### src/rtl/lcsl_pkg.sv
`timescale 1ns / 1ps
package lcsl_pkg;

   localparam int MAX_LEN_DEFAULT = 64;
   localparam int LEN_W           = 7;
   localparam logic [LEN_W-1:0] BEST_MAX = 7'd127;

   localparam logic OP_LOAD    = 1'b0;
   localparam logic OP_COMPARE = 1'b1;

   typedef struct packed {
      logic       operation;
      logic [7:0] symbol;
      logic       last;
   } req_type;

   typedef struct packed {
      logic [LEN_W-1:0] best_length;
      logic             overflow;
   } rsp_type;

   // Per-cycle command broadcast to every cell of the row.
   typedef struct packed {
      logic load;
      logic compare;
      logic shift;
      logic clear;
   } cell_ctrl_type;

   typedef enum logic {
      ST_IDLE,
      ST_DRAIN
   } lcsl_state_type;

endpackage

### src/rtl/longest_common_substring_length.sv
`timescale 1ns / 1ps
// Longest common substring length. Load the first string with operation 0,
// one byte per request; bytes beyond MAX_LEN are dropped and reported as
// overflow. Then send the second string with operation 1, one byte per
// request; loads and compares without last are taken every cycle while busy
// is low. A compare with last starts a collapse of the per-cell maxima along
// the row of MAX_LEN cells, one hop per cycle, while busy stays high; the
// result is shown on rsp_data with rsp_strobe for one cycle as busy drops,
// after which the block is empty and ready for a new pair. The receiver
// cannot stall: rsp_data is valid only in the rsp_strobe cycle.
module longest_common_substring_length #(
   parameter int MAX_LEN = lcsl_pkg::MAX_LEN_DEFAULT
) (
   input  logic              clock,
   input  logic              reset,
   input  logic              start,
   output logic              busy,
   input  lcsl_pkg::req_type req_data,
   output logic              rsp_strobe,
   output lcsl_pkg::rsp_type rsp_data
);
   import lcsl_pkg::*;

   localparam int RUN_W = $clog2(MAX_LEN + 1);

   cell_ctrl_type    ctrl;
   logic             valid [MAX_LEN];
   logic [RUN_W-1:0] run   [MAX_LEN];
   logic [RUN_W-1:0] best  [MAX_LEN];

   lcsl_ctrl #(
      .MAX_LEN (MAX_LEN),
      .RUN_W   (RUN_W)
   ) u_ctrl (
      .clock      (clock),
      .reset      (reset),
      .start      (start),
      .req_data   (req_data),
      .tail_valid (valid[MAX_LEN-1]),
      .head_best  (best[0]),
      .busy       (busy),
      .ctrl       (ctrl),
      .rsp_strobe (rsp_strobe),
      .rsp_data   (rsp_data)
   );

   for (genvar i = 0; i < MAX_LEN; i++) begin : g_cell
      logic             prev_valid;
      logic [RUN_W-1:0] prev_run;
      logic [RUN_W-1:0] next_best;

      if (i == 0) begin : g_head
         assign prev_valid = 1'b1;
         assign prev_run   = '0;
      end else begin : g_body
         assign prev_valid = valid[i-1];
         assign prev_run   = run[i-1];
      end

      if (i == MAX_LEN - 1) begin : g_tail
         assign next_best = '0;
      end else begin : g_inner
         assign next_best = best[i+1];
      end

      lcsl_cell #(
         .RUN_W (RUN_W)
      ) u_cell (
         .clock      (clock),
         .reset      (reset),
         .ctrl       (ctrl),
         .symbol     (req_data.symbol),
         .prev_valid (prev_valid),
         .prev_run   (prev_run),
         .next_best  (next_best),
         .valid      (valid[i]),
         .run        (run[i]),
         .best       (best[i])
      );
   end

endmodule

### src/rtl/lcsl_cell.sv
`timescale 1ns / 1ps
module lcsl_cell #(
   parameter int RUN_W = 7
) (
   input  logic                   clock,
   input  logic                   reset,
   input  lcsl_pkg::cell_ctrl_type ctrl,
   input  logic [7:0]             symbol,
   input  logic                   prev_valid,
   input  logic [RUN_W-1:0]       prev_run,
   input  logic [RUN_W-1:0]       next_best,
   output logic                   valid,
   output logic [RUN_W-1:0]       run,
   output logic [RUN_W-1:0]       best
);
   import lcsl_pkg::*;

   logic             valid_ff, valid_in;
   logic [7:0]       sym_ff, sym_in;
   logic [RUN_W-1:0] run_ff, run_in;
   logic [RUN_W-1:0] best_ff, best_in;
   logic             write;
   logic [RUN_W-1:0] run_new;

   // The first empty cell behind a filled one takes the loaded symbol.
   assign write   = ctrl.load && !valid_ff && prev_valid;
   assign run_new = (sym_ff == symbol) ? prev_run + RUN_W'(1) : '0;

   always_comb begin
      valid_in = valid_ff;
      sym_in   = sym_ff;
      run_in   = run_ff;
      best_in  = best_ff;
      if (ctrl.clear) begin
         valid_in = 1'b0;
         run_in   = '0;
         best_in  = '0;
      end else if (write) begin
         valid_in = 1'b1;
         sym_in   = symbol;
         run_in   = '0;
      end else if (ctrl.compare && valid_ff) begin
         run_in = run_new;
         if (run_new > best_ff) begin
            best_in = run_new;
         end
      end else if (ctrl.shift) begin
         // Pull the neighbor's maximum toward the head of the row.
         if (next_best > best_ff) begin
            best_in = next_best;
         end
      end
   end

   always_ff @(posedge clock) begin
      if (reset) begin
         valid_ff <= 1'b0;
         run_ff   <= '0;
         best_ff  <= '0;
      end else begin
         valid_ff <= valid_in;
         run_ff   <= run_in;
         best_ff  <= best_in;
      end
   end

   always_ff @(posedge clock) begin
      sym_ff <= sym_in;
   end

   assign valid = valid_ff;
   assign run   = run_ff;
   assign best  = best_ff;

endmodule

### src/rtl/lcsl_ctrl.sv
`timescale 1ns / 1ps
module lcsl_ctrl #(
   parameter int MAX_LEN = 64,
   parameter int RUN_W   = 7
) (
   input  logic                    clock,
   input  logic                    reset,
   input  logic                    start,
   input  lcsl_pkg::req_type       req_data,
   input  logic                    tail_valid,
   input  logic [RUN_W-1:0]        head_best,
   output logic                    busy,
   output lcsl_pkg::cell_ctrl_type ctrl,
   output logic                    rsp_strobe,
   output lcsl_pkg::rsp_type       rsp_data
);
   import lcsl_pkg::*;

   localparam int CNT_W  = (MAX_LEN > 1) ? $clog2(MAX_LEN) : 1;
   localparam int WIDE_W = (RUN_W > LEN_W) ? RUN_W : LEN_W;

   lcsl_state_type   state_ff, state_in;
   logic [CNT_W-1:0] count_ff, count_in;
   logic             overflow_ff, overflow_in;
   logic             strobe_ff, strobe_in;
   rsp_type          rsp_ff, rsp_in;
   logic             accept;
   logic [WIDE_W-1:0] best_wide;

   assign accept    = start && (state_ff == ST_IDLE);
   assign best_wide = WIDE_W'(head_best);

   always_comb begin
      state_in    = state_ff;
      count_in    = count_ff;
      overflow_in = overflow_ff;
      strobe_in   = 1'b0;
      rsp_in      = rsp_ff;
      ctrl        = '0;
      busy        = 1'b0;
      case (state_ff)
         ST_IDLE: begin
            if (accept) begin
               if (req_data.operation == OP_LOAD) begin
                  ctrl.load = 1'b1;
                  if (tail_valid) begin
                     overflow_in = 1'b1;
                  end
               end else begin
                  ctrl.compare = 1'b1;
                  if (req_data.last) begin
                     state_in = ST_DRAIN;
                     count_in = CNT_W'(MAX_LEN - 1);
                  end
               end
            end
         end
         ST_DRAIN: begin
            busy = 1'b1;
            if (count_ff != '0) begin
               ctrl.shift = 1'b1;
               count_in   = count_ff - CNT_W'(1);
            end else begin
               // Head cell now holds the row maximum: emit and drop the job.
               strobe_in = 1'b1;
               rsp_in.best_length = (best_wide > WIDE_W'(BEST_MAX)) ?
                                    BEST_MAX : best_wide[LEN_W-1:0];
               rsp_in.overflow    = overflow_ff;
               overflow_in = 1'b0;
               ctrl.clear  = 1'b1;
               state_in    = ST_IDLE;
            end
         end
         default: begin
            state_in = ST_IDLE;
         end
      endcase
   end

   always_ff @(posedge clock) begin
      if (reset) begin
         state_ff    <= ST_IDLE;
         count_ff    <= '0;
         overflow_ff <= 1'b0;
         strobe_ff   <= 1'b0;
      end else begin
         state_ff    <= state_in;
         count_ff    <= count_in;
         overflow_ff <= overflow_in;
         strobe_ff   <= strobe_in;
      end
   end

   always_ff @(posedge clock) begin
      rsp_ff <= rsp_in;
   end

   assign rsp_strobe = strobe_ff;
   assign rsp_data   = rsp_ff;

endmodule
### config.mk
export PLATFORM = sky130hd
export DESIGN_NAME = longest_common_substring_length
export DESIGN_NICKNAME = d
export VERILOG_FILES = /design/src/rtl/lcsl_pkg.sv /design/src/rtl/longest_common_substring_length.sv /design/src/rtl/lcsl_cell.sv /design/src/rtl/lcsl_ctrl.sv
export SDC_FILE = /design/constraint.sdc
export NUM_CORES = 2
export LEC_CHECK = 0
export ABC_AREA = 1
export CAP_MARGIN = 20
export CORE_ASPECT_RATIO = 1.2
export CORE_UTILIZATION = 59
export CTS_CLUSTER_SIZE = 24
export DETAILED_ROUTE_END_ITERATION = 12
export DONT_BUFFER_PORTS = 1
export PLACE_DENSITY = 0.76
export SETUP_SLACK_MARGIN = 0.2
export SLEW_MARGIN = 20
export SYNTH_ARGS = -nofsm -noshare
export SYNTH_HDL_FRONTEND = slang
export SYNTH_SLANG_ARGS = --single-unit
### constraint.sdc
create_clock -name clock -period 6.1 [get_ports clock]
set_input_delay 0.305 -clock clock [delete_from_list [all_inputs] [get_ports clock]]
set_output_delay 0.305 -clock clock [all_outputs]
set_load 0.01 [all_outputs]
==> results.cfg <==
[status]
status = finished clean

[synth]
ys_ff_latch = 1461
synth_simple_gate_area_share_pct = 33.4
synth_nets = 15600
synth_top_area_share_pct = 19.2
synth_area_um2 = 98000
synth_xor_xnor_area_share_pct = 1.09
yosysUniqueCellTypes = 43
yosysWarnings = 0
async_reset_ff_share_pct = 0
synth_top_area_cell = dfxtp_1
synth_area_leaders = dfxtp_1 19%, nand2_1 18%, edfxtp_1 16%
synthTopCellsByCount = 4701 x nand2_1, 2652 x inv_1, 1325 x nand3_1, 1273 x nor2_1, 941 x dfxtp_1
synth-adder-area-share_pct = 11.9
syn_avg_cell_area_um2 = 6.70
synth_top_family_by_area = simple AND/OR/NAND/NOR gates
synthCells = 14600
yosys-mux-area-fraction_pct = 0
synth_edf_count = 520
synth-compound-area-share_pct = 6.82
yosys_most_used_dff = dfxtp_1
yosysSeqAreaShare_pct = 35.2
synth_most_common_cell = nand2_1

[place]
io_buffers = 0
post_dp_cell_area_um2 = 100000
gp_congestion = 0.925
dp_hpwl_um = 167000

[clock_tree]
cts_resized = 0
cts_buffer_depth = 3
cts-hold-fix-buffers = 24
cts_root_buffer = clkbuf_16
cts_htree_levels = 4
clkTransAtPathRegs_ns = 0.06
cts_sinks = 1461
cts_buffers = 159
cts_tree = built
post-cts-setup-buffers = 0
insertion_delay_ns = 0.84

[flow_run]
max-cap-violations = 0

[sta]
period_needed_ns = 3.58
max_freq_mhz = 279
final_max_slew_viol_count = 0
finalHoldViolCount = 0
worst_slew_pin_slew_ns = 1.16
fin_hold_ws_ns = 0.0513
setup_violations = 0
finClkSkew_ns = 0.0416
fin_setup_tns_ns = 0
period_share_pct = 58.8
maxSlewHeadroom_pct = 22.2
rsz0062_at_grt = no

[setup_path]
crit_buf_inv = 4
ff2ff_setup_slack_ns = 2.52
crit_type = flop to flop
end_kind = flop
required_ns = 6.86
crit_cells = 9
crit_fanout = 62
cp-endpoint = g_cell[19].u_cell.run[3]
r2r-start = u_ctrl.count_ff[0]
slowest_stage = buf_4
crit_family = buffers and inverters
critPathMaxStageDelay_ns = 0.72
r2r_cells = 9
path_cells = inv_1, ha_1, nand4_1, inv_1, nor2_4, buf_4, buf_4, nand2_1, a21oi_1
worst_setup_path_start_kind = flop
rr_endpoint = g_cell[19].u_cell.run[3]
cp.arrival_ns = 4.35
cp-startpoint = u_ctrl.count_ff[0]

[die]
ios = 23
die_y_um = 448
die_w_um = 374
fp-row-count = 163
floorplan.core_area_um2 = 165000
die-area_um2 = 168000
initial_core_util_pct = 59.5

[layout]
post-route-util_pct = 64.5
final_nets = 15500
fill_cells = 14900
design_area_um2 = 106000
drive_gt1_share_pct = 3.94
area_growth_pct = 8.25

[routing]
drtPass1Iterations = 6
via_count = 88700
drt-total-wl_um = 254000
wl_per_cell_um = 15.1
drt_iter0_drc = 6269
ant_nets = 0
post-route-drc-count = 0
vias_per_cell = 5.26

[pwr]
peakVddDrop_mv = 0.256
pwr-share-comb_pct = 3.7
pwr-share-seq_pct = 47.5
report.power.total_uw = 21300
p_switching_uw = 5000
power.internal_uw = 16300
powerDensity_nw_per_um2 = 200
netSwitchingFraction_pct = 23.5
pwr-share-clk_pct = 48.8
leakage_uw = 0.0557

[global_routing]
top_usage_layer = met2
grt_pass1_vias = 82300
grtUsageMet3_pct = 4.37
grt_start_max_net_pins = 153
met2_usage_pct = 52.8
grt_usage_pct = 29.9
use_met1_pct = 36.6
grt_pass1_wl_um = 411000
antenna_found_initial = 6
grt_overflow_total = 0

[hold_path]
hold_class = input port to flop
-- state kept, by name, summed over array words and instances, names as in the netlist --
| name | count |
|---|---|
| u_ctrl.overflow_ff | 1 |
| g_cell.u_cell.run | 420 |
| g_cell.u_cell.valid | 64 |
| u_ctrl.rsp_data | 8 |
| u_ctrl.state_ff | 1 |
| g_cell.u_cell.best | 448 |
| u_ctrl.rsp_strobe | 1 |
| u_ctrl.count_ff | 6 |
| g_cell.u_cell.sym_ff | 512 |
-- through the flow --
stage,instances,setup WS (ns)
2_1_floorplan,14600,3.45
3_3_place_gp,16500,2.40
3_5_place_dp,16500,2.36
4_1_cts,16900,2.54
5_1_grt,16900,2.26
6_report,16900,2.52
-- worst reg2reg max path: stages (launching register included) --
cell,delay [ns]
dfxtp_1,0.30
inv_1,0.09
ha_1,0.23
nand4_1,0.12
inv_1,0.27
nor2_4,0.44
buf_4,0.62
buf_4,0.74
nand2_1,0.47
a21oi_1,0.24
-- metal layers --
layer  share of wire [%]  up-vias  wire length, um
met3                 6.1      568            15500
met1                  42    40000           107000
met4                 3.7        8             9390
met2                  48     2265           122000
li1                    -    45900                -
met5               0.022        -               55
-- cells by family (layout without fill, tap and decap cells) --
family          after synthesis  in the layout
flops                      1461           1461
xor+xnor                    122            122
buf+inv                    2973           3080
compound gates             1228           1228
simple gates               7901           7901
fa+ha+maj                   932            932
other cells                   0              1
-- area by class of cell --
type / count / area [um^2] / area share (%)
inverters: 2691 / 10100 / 9.54
multi-input cells: 10200 / 52300 / 49.3
clock buffers: 209 / 4380 / 4.13
repair buffers: 89 / 913 / 0.861
well taps: 2145 / 2680 / 2.53
diodes: 1 / 2.50 / 0.00236
clock inverters: 91 / 1260 / 1.19
flip-flops and latches: 1461 / 34500 / 32.5
-- placed cells by master (no fill, tap or decap), drive strengths merged --
cell	synthesis	routed
a211oi	1	1
a21o	121	121
a21oi	884	884
a22oi	1	1
a311oi	1	1
a31o	22	22
a31oi	2	2
and2	8	8
and3	36	36
buf	169	75
bufinv	0	20
clkbuf	113	209
clkinv	25	72
clkinvlp	0	15
dfxtp	941	941
diode	0	1
dlygate4sd3	0	14
edfxtp	520	520
ha	932	932
inv	2666	2675
nand2	4830	4830
nand3	1325	1325
nand3b	64	64
nand4	84	84
nor2	1308	1308
nor3	226	226
nor3b	8	8
nor4	2	2
o21a	1	1
o21ai	161	161
o21bai	33	33
o31a	1	1
or2	10	10
xnor2	34	34
xor2	88	88
-- worst min-delay path by stage --
| stage | from | endpoint | slack (ns) | cells past startpoint |
|---|---|---|---|---|
| after floorplan | req_data[1] | g_cell[0].u_cell.sym_ff[0] | 0.40 | 0 |
| after global placement | reset | u_ctrl.count_ff[4] | 0.38 | 1 |
| after detailed placement | reset | u_ctrl.count_ff[4] | 0.38 | 1 |
| after CTS | req_data[7] | g_cell[16].u_cell.run[2] | 0.00008 | 7 |
| after global routing | req_data[2] | g_cell[49].u_cell.run[6] | 0.04 | 6 |
| final | req_data[8] | g_cell[36].u_cell.run[1] | 0.05 | 7 |
-- power groups by stage --
stage / Combinational [uW] / Clock, uW / Sequential [uW]
5_1_grt: 843 / 10900 / 10100
3_5_place_dp: 627 / 0 / 10300
2_1_floorplan: 503 / 0 / 10300
6_report: 780 / 10400 / 10100
3_3_place_gp: 618 / 0 / 10300
4_1_cts: 771 / 10500 / 10100
(Power assumes the default switching activity.)
